[src/design/nfss_pkg.sv]
// Shared constants, types and tables of the noise-floor spectral subtraction block
`timescale 1ns / 1ps
package nfss_pkg;

  // fixed-point constants
  localparam int EXP_STEPS = 24;
  localparam int LOG_BITS  = 20;
  localparam logic signed [23:0] K_EXP = 24'sd5573271;
  localparam logic signed [18:0] K_DB  = 19'sd197283;
  localparam logic [63:0] POWER_MIN = 64'd110;
  localparam logic signed [15:0] MAG_MIN = -16'sd30720;
  localparam logic signed [15:0] MAG_MAX = 16'sd10240;
  localparam logic signed [15:0] DB_OF_ZERO = 16'sh8000;
  localparam logic [8:0] FRAMES_MAX = 9'h1FF;
  localparam logic [10:0] POS_MAX = 11'h7FF;

  // item operations
  typedef enum logic [1:0] {
    FUNC_EST = 2'd0,
    FUNC_SUB = 2'd1,
    FUNC_CLR = 2'd2,
    FUNC_NOP = 2'd3
  } func_t;

  // configuration register indexes
  localparam int CFG_IDX_W = 4;
  localparam logic [CFG_IDX_W-1:0] REG_BINS   = 4'd0;
  localparam logic [CFG_IDX_W-1:0] REG_FRAMES = 4'd1;
  localparam logic [CFG_IDX_W-1:0] REG_MARGIN = 4'd2;
  localparam logic [CFG_IDX_W-1:0] REG_OFLOOR = 4'd3;

  // roots of two, Q2.30, each the square root of the one before
  typedef logic [31:0] root_tab_t [0:EXP_STEPS];

  function automatic logic [63:0] isqrt64(logic [63:0] v_in);
    logic [63:0] v;
    logic [63:0] r;
    logic [63:0] b;
    v = v_in;
    r = '0;
    b = 64'd1 << 62;
    for (int i = 0; i < 32; i++) begin
      if (v >= r + b) begin
        v = v - (r + b);
        r = (r >> 1) + b;
      end else begin
        r = r >> 1;
      end
      b = b >> 2;
    end
    return r;
  endfunction

  function automatic root_tab_t build_roots();
    root_tab_t tab;
    tab[0] = 32'h8000_0000;
    tab[1] = 32'(isqrt64(64'd1 << 61));
    for (int k = 2; k <= EXP_STEPS; k++) begin
      tab[k] = 32'(isqrt64(64'(tab[k-1]) << 30));
    end
    return tab;
  endfunction

  localparam root_tab_t ROOT_TAB = build_roots();

  // controller to datapath commands
  typedef struct packed {
    logic load;
    logic clr_state;
    logic clr_wr;
    logic idx_clr;
    logic idx_inc;
    logic mem_idx;
    logic exp_start;
    logic exp_src;
    logic ps_keep;
    logic sum_wr;
    logic frame_inc;
    logic div_start;
    logic log_start;
    logic log_src;
    logic floor_wr;
    logic set_ready;
    logic clean_log;
    logic clean_ofl;
    logic emit;
  } dp_cmd_t;

  // datapath to controller status
  typedef struct packed {
    func_t func;
    logic  ready_flag;
    logic  in_range;
    logic  idx_last_clr;
    logic  idx_last_walk;
    logic  frames_hit;
    logic  fe;
    logic  exp_done;
    logic  log_done;
    logic  div_done;
    logic  out_free;
  } dp_stat_t;

endpackage

[src/design/nfss_ctrl.sv]
// Controller state machine sequencing the datapath for each request
`timescale 1ns / 1ps
module nfss_ctrl (
  input  logic               clk,
  input  logic               rst,
  input  logic               req_valid,
  output logic               req_ready,
  input  nfss_pkg::dp_stat_t stat,
  output nfss_pkg::dp_cmd_t  cmd
);
  import nfss_pkg::*;

  typedef enum logic [12:0] {
    S_RST_CLR   = 13'b0000000000001,
    S_IDLE      = 13'b0000000000010,
    S_DISPATCH  = 13'b0000000000100,
    S_CLR       = 13'b0000000001000,
    S_EST_EXP   = 13'b0000000010000,
    S_EST_FRAME = 13'b0000000100000,
    S_WALK_RD   = 13'b0000001000000,
    S_WALK_ST   = 13'b0000010000000,
    S_WALK_DIV  = 13'b0000100000000,
    S_WALK_LOG  = 13'b0001000000000,
    S_SUB_EXP1  = 13'b0010000000000,
    S_SUB_EXP2  = 13'b0100000000000,
    S_EMIT      = 13'b1000000000000
  } ctrl_state_t;

  ctrl_state_t state;
  ctrl_state_t state_next;
  logic sub_log;
  logic sub_log_next;

  always_ff @(posedge clk) begin
    if (rst) begin
      state   <= S_RST_CLR;
      sub_log <= 1'b0;
    end else begin
      state   <= state_next;
      sub_log <= sub_log_next;
    end
  end

  assign req_ready = (state == S_IDLE);

  // next state and commands
  always_comb begin
    cmd          = '0;
    state_next   = state;
    sub_log_next = sub_log;
    unique case (state)
      // clearing pass after reset
      S_RST_CLR: begin
        cmd.clr_wr  = 1'b1;
        cmd.mem_idx = 1'b1;
        if (stat.idx_last_clr) begin
          cmd.idx_clr = 1'b1;
          state_next  = S_IDLE;
        end else begin
          cmd.idx_inc = 1'b1;
        end
      end
      S_IDLE: if (req_valid) begin
        cmd.load   = 1'b1;
        state_next = S_DISPATCH;
      end
      // pick the work for the request
      S_DISPATCH: begin
        unique case (stat.func)
          FUNC_NOP: state_next = S_EMIT;
          FUNC_CLR: begin
            cmd.clr_state = 1'b1;
            state_next    = S_CLR;
          end
          FUNC_EST: begin
            priority if (stat.ready_flag) begin
              state_next = S_EMIT;
            end else if (stat.in_range) begin
              cmd.exp_start = 1'b1;
              state_next    = S_EST_EXP;
            end else begin
              state_next = S_EST_FRAME;
            end
          end
          FUNC_SUB: begin
            if (stat.in_range) begin
              cmd.exp_start = 1'b1;
              state_next    = S_SUB_EXP1;
            end else begin
              cmd.clean_ofl = 1'b1;
              state_next    = S_EMIT;
            end
          end
          default: state_next = S_EMIT;
        endcase
      end
      // clear pass for a clear request
      S_CLR: begin
        cmd.clr_wr  = 1'b1;
        cmd.mem_idx = 1'b1;
        if (stat.idx_last_clr) begin
          cmd.idx_clr = 1'b1;
          state_next  = S_EMIT;
        end else begin
          cmd.idx_inc = 1'b1;
        end
      end
      // accumulate bin power
      S_EST_EXP: if (stat.exp_done) begin
        cmd.sum_wr = 1'b1;
        state_next = S_EST_FRAME;
      end
      S_EST_FRAME: begin
        if (stat.fe) begin
          cmd.frame_inc = 1'b1;
          state_next    = stat.frames_hit ? S_WALK_RD : S_EMIT;
        end else begin
          state_next = S_EMIT;
        end
      end
      // walk the bins in use and fix the floor
      S_WALK_RD: begin
        cmd.mem_idx = 1'b1;
        state_next  = S_WALK_ST;
      end
      S_WALK_ST: begin
        cmd.mem_idx   = 1'b1;
        cmd.div_start = 1'b1;
        state_next    = S_WALK_DIV;
      end
      S_WALK_DIV: begin
        cmd.mem_idx = 1'b1;
        if (stat.div_done) begin
          cmd.log_start = 1'b1;
          cmd.log_src   = 1'b1;
          state_next    = S_WALK_LOG;
        end
      end
      S_WALK_LOG: begin
        cmd.mem_idx = 1'b1;
        if (stat.log_done) begin
          cmd.floor_wr = 1'b1;
          if (stat.idx_last_walk) begin
            cmd.idx_clr   = 1'b1;
            cmd.set_ready = 1'b1;
            state_next    = S_EMIT;
          end else begin
            cmd.idx_inc = 1'b1;
            state_next  = S_WALK_RD;
          end
        end
      end
      // signal power, then floor plus margin power
      S_SUB_EXP1: if (stat.exp_done) begin
        cmd.ps_keep   = 1'b1;
        cmd.exp_start = 1'b1;
        cmd.exp_src   = 1'b1;
        state_next    = S_SUB_EXP2;
      end
      // difference back to dB
      S_SUB_EXP2: begin
        cmd.exp_src = 1'b1;
        if (sub_log) begin
          if (stat.log_done) begin
            cmd.clean_log = 1'b1;
            sub_log_next  = 1'b0;
            state_next    = S_EMIT;
          end
        end else if (stat.exp_done) begin
          cmd.log_start = 1'b1;
          sub_log_next  = 1'b1;
        end
      end
      S_EMIT: if (stat.out_free) begin
        cmd.emit   = 1'b1;
        state_next = S_IDLE;
      end
      default: state_next = S_IDLE;
    endcase
  end

endmodule

[config.mk]
export PLATFORM = sky130hd
export DESIGN_NAME = nfss_ctrl
export DESIGN_NICKNAME = d
export VERILOG_FILES = /design/src/design/nfss_pkg.sv /design/src/design/nfss_ctrl.sv
export SDC_FILE = /design/constraint.sdc
export NUM_CORES = 1
export LEC_CHECK = 0
export ABC_AREA = 1
export BUFFER_PORTS_ARGS = -buffer_cell sky130_fd_sc_hd__buf_4
export CAP_MARGIN = 20
export CORE_MARGIN = 8
export CORE_UTILIZATION = 50
export DETAILED_ROUTE_END_ITERATION = 12
export GPL_TIMING_DRIVEN = 0
export HOLD_SLACK_MARGIN = 0.06
export PLACE_DENSITY = 0.77
export SLEW_MARGIN = 20
export SYNTH_ARGS = -nofsm -noshare
export SYNTH_HDL_FRONTEND = slang
export SYNTH_SLANG_ARGS = --single-unit
[constraint.sdc]
create_clock -name clk -period 1.8 [get_ports clk]
set_clock_uncertainty 0.2 [all_clocks]
set_input_delay 0.36 -clock clk [delete_from_list [all_inputs] [get_ports clk]]
set_output_delay 0.36 -clock clk [all_outputs]
set_load 0.01 [all_outputs]
==> qor.yml, run 1 <==
outcome: "aborted with a tool error"
stop_stage: "global routing (5_1_grt)"
error_line: "[ERROR DPL-0033] detailed placement checks failed during check placement."
start_util_pct: 51.0
synth_top_family_by_area: "simple AND/OR/NAND/NOR gates"
root_buffer: "clkbuf_4"
post_dp_cell_area_mm2: 0.00151
rows: 18
grt_max_degree: 11
io_pins: 35
muxShareOfSynthArea_pct: 0
synth_xor_area_share_pct: 0
cts_buffers: 3
dieWidth_um: 65.3
synth-compound-area-share_pct: 5.04
clock_path_buffers: 2
synth-simple-area-share_pct: 57.7
gp_congestion: 0.972
cts_num_sinks: 14
netlist_instances: 211
hpwlAfterDp_um: 2620
worst_path_end_type: "top-level output"
synth.avg_cell_area_um2: 5.77
htreeDepth: 1
syn_nets: 226
die_y_um: 65.3
antenna_found_initial: 0
port_buffers: 34
ys_types: 24
ys_warn_count: 0
synth_fa_ha_area_share_pct: 0
ys_seq_area_share_pct: 23.0
synth-seq-cells: 14
grt-worst-endpoint: "cmd[13]"
synth_area_mm2: 0.00122
[cells by family after synthesis]
group / after synthesis
buffers and inverters: 44
AO/OA/AOI/OAI: 11
AND/OR/NAND/NOR: 142
flip-flops: 14
[stage by stage]
stage	setup slack [ns]	cells	hold slack, ns
after floorplan	-0.0167	211	0.229
after global placement	-0.282	275	0.255
after detailed placement	-0.277	275	0.268
after CTS	-0.394	313	0.174
[cell usage after synthesis]
cell type  number  area, um^2
nand2_1        44         165
nor2_1         44         165
inv_1          39         146
nand3_1        24         120
dfxtp_1        14         280
nand2_2         6        37.5
o21ai_0         5        25.0
nor2_2          4        25.0
nor3_1          4        20.0
inv_2           3        11.3
nand4_1         3        18.8
nor2_4          3        33.8
a21oi_1         2        10.0
nand2_4         2        22.5
nand3_2         2        20.0
nor2_8          2        40.0
nor3_2          2        20.0
o22ai_1         2        12.5
a21oi_2         1        8.76
buf_2           1        5.00
buf_6           1        11.3
nand3b_1        1        7.51
o21ai_1         1        5.00
or3_1           1        6.26
[timing repair]
action,in CTS
resized for setup,82
buffers inserted,32
gates cloned,1
endpoints found under the hold margin,1
endpoints found under the setup margin,27
pin swaps,24
hold buffers,1
==> run 2: changes to the inputs <==
--- a/config.mk
+++ b/config.mk
@@ -8,12 +8,11 @@
 export ABC_AREA = 1
 export BUFFER_PORTS_ARGS = -buffer_cell sky130_fd_sc_hd__buf_4
 export CAP_MARGIN = 20
-export CORE_MARGIN = 8
-export CORE_UTILIZATION = 50
+export CORE_AREA = 8 8 69 71
 export DETAILED_ROUTE_END_ITERATION = 12
+export DIE_AREA = 0 0 77 79
 export GPL_TIMING_DRIVEN = 0
-export HOLD_SLACK_MARGIN = 0.06
-export PLACE_DENSITY = 0.77
+export PLACE_DENSITY_LB_ADDON = 0.15
 export SLEW_MARGIN = 20
 export SYNTH_ARGS = -nofsm -noshare
 export SYNTH_HDL_FRONTEND = slang
==> run 2 against run 1 <==
Against the previous run:
- the flow now finishes, with violations (negative setup slack)
- synthesized cell count unchanged
- area after synthesis did not move
==> qor.yml, run 2 <==
grt_usage_pct: 14.3
synth_area_mm2: 0.00122  # unchanged
worstReg2RegStart: "state[1]"
top_regs: "state: 13 flops, sub_log: 1 flops"
ys_types: 24  # unchanged
setup_violations: 33
ff2ff_setup_slack_ns: -0.32
synth-seq-cells: 14  # unchanged
multi_input_area_mm2: 0.00114
outcome: "finished with violations"
max_freq_mhz: 463
crit_start: "state[1]"
dpl.cell_count: 295  # +7.3%
ir_drop_uv: 838
cts_tree: "done"
post-route-min-period_ns: 2.16
slew_violations: 0
postRouteAntennaNets: 0
min_from: "rst"
p_per_area_mw_per_mm2: 1980
largest_reg_flops: 13
seq_area_um2: 298
crit_fanout: 4
dr.pass1.iters: 4
gr-total-overflow: 0
die_y_um: 79  # +21%
start_util_pct: 32.0  # -19 points
gp_congestion: 0.804  # -17%
hold_viol_final: 0
pwr-share-clk_pct: 6.8
hold_buffers: 0  # -1
synthArstFlopShare_pct: 0  # unchanged
dp_slack_ns: -0.285  # -0.00864 ns
drive_gt1_share_pct: 60.6
hpwlAfterDp_um: 2880  # +9.7%
criticalPathCategory: "reg2out"
cts_buffers: 3  # unchanged
p_seq_share_pct: 11.9
max_slew_margin_pct: 78.1
maxCapViolations: 0
rows: 23  # +5
leakage_nw: 1.26
synth_edf_count: 0  # unchanged
layout_commonest_cell: "buf_4"
netlist_instances: 211  # unchanged
total_power_mw: 4.76
r2r_cells: 13
ys_seq_area_share_pct: 23.0  # unchanged
drc_errors: 0
htreeDepth: 1  # unchanged
synthTopCellsByCount: "nand2_1, nor2_1, inv_1"
fin_ws_ns: -0.360
min_path_cells: 2
die-area_mm2: 0.00608
synth.avg_cell_area_um2: 5.77  # unchanged
clock_path_buffers: 2  # unchanged
arrival_ns: 1.60
synth_area_leaders: "dfxtp_1, nand2_1, nor2_1, inv_1, nand3_1"
p_sw_share_pct: 50.0
r2r-end: "state[4]"
rsz0062_at_grt: "true"
synth_ff_type: "dfxtp_1"
root_buffer: "clkbuf_8"
clkTransAtPathRegs_ns: 0.07
yosys.area.top_type: "dfxtp_1"
cts_num_sinks: 14  # unchanged
ys_warn_count: 0  # unchanged
fillers: 320
clk_latency_ns: 0.25
final_cells: 339
io_pins: 35  # unchanged
num_antenna_cells: 0
dieWidth_um: 77  # +18%
num-nets-final: 305
worst_ep_required_time_ns: 1.24
wire_per_inst_um: 14.9
core_mm2: 0.00380
syn_nets: 226  # unchanged
antenna_found_initial: 0
drt_wl_total_um: 5040
hold_end: "sub_log"
grt_pass1_vias: 1551
layout_common_cells: "buf_4, nand2_1, inv_1"
p_sw_mw: 2.38
regMostFlops: "state"
area_growth_pct: 97.1
violations: "negative setup slack"
grt_max_degree: 11
p_comb_share_pct: 81.2
vias: 1639
drtIter0Drc: 79
holdCritPathClass: "in2reg"
whs_ns: 0.0738
start_kind: "register"
crit_path_end_kind: "output pin"
finalCritPeriodShare_pct: 120
power.internal_mw: 2.38
viasPerCell: 4.83
port_buffers: 34  # unchanged
synth_top_area_share_pct: 23.0  # unchanged
grt_pass1_wl_um: 7210
worst_pin_slew_ns: 0.329
==> run 2: cell counts after synthesis <==
No cell type changed its count.
==> run 2: timing repair <==
item	CTS	global route
resized for setup	61	68
pin swaps	18	22
buffers inserted	25	14
cloned	1	1
setup endpoints to repair	31	33
==> run 2: final cells by class <==
| type | count | area share, % |
|---|---|---|
| buffer | 2 | 0.834 |
| clock buffer | 4 | 2.29 |
| inverter | 42 | 6.99 |
| multi-input combinational | 154 | 47.4 |
| sequential | 14 | 12.4 |
| tap | 50 | 2.61 |
| timing repair buffer | 73 | 27.4 |
==> run 2: layer usage <==
layer	share of wire (%)	vias to the layer above	track usage, %	wire [um]
met5	0	-	0	0
met4	1.8	0	4.72	93
met3	5.4	8	3.05	270
met2	50	54	23.4	2520
met1	43	763	18.3	2150
li1	-	814	-	-
==> run 2: worst max path at each step <==
stage,slack (ns),cells past startpoint,end
finish,-0.36,7,cmd[17]
global route,-0.44,8,cmd[14]
CTS,-0.34,7,cmd[12]
detailed placement,-0.29,7,cmd[12]
global placement,-0.32,7,cmd[12]
floorplan,-0.02,7,cmd[15]
==> run 2: logic make-up (layout without fill, tap and decap cells) <==
group	Yosys count	count (layout)	synth area share (%)
and+or+nand+nor	142	143	57.7
buffers and inverters	44	121	14.3
DFF	14	14	23.0
AOI/OAI and AO/OA	11	11	5.04
==> run 2: through the flow <==
step	setup TNS, ns	instance area, um^2	utilization (%)
2_1_floorplan	-0.0329	1220	-
3_3_place_gp	-1.93	1540	40.5
3_5_place_dp	-1.26	1540	40.5
4_1_cts	-5.99	2020	53.1
5_1_grt	-10.92	2400	63.2
6_report	-8.86	2400	63.2
==> run 2: power groups by stage <==
stage                     Combinational [mW]  Clock, mW  Sequential [mW]
after global placement                  1.95          0            0.519
after global routing                    4.13      0.338            0.582
after floorplan                         1.44          0            0.505
final                                   3.87      0.325            0.569
after detailed placement                1.93          0            0.521
after CTS                               2.76      0.326            0.548
==> run 2: worst max-delay path, cell delays in order, from the launching register on <==
cell and delay [ns]:
dfxtp_4 0.36, nor2_4 0.16, nand3_2 0.12, nor3_4 0.22
inv_2 0.09, buf_4 0.15, nor3_4 0.13, buf_6 0.13
No activity file was read; power rests on OpenSTA's default activity.
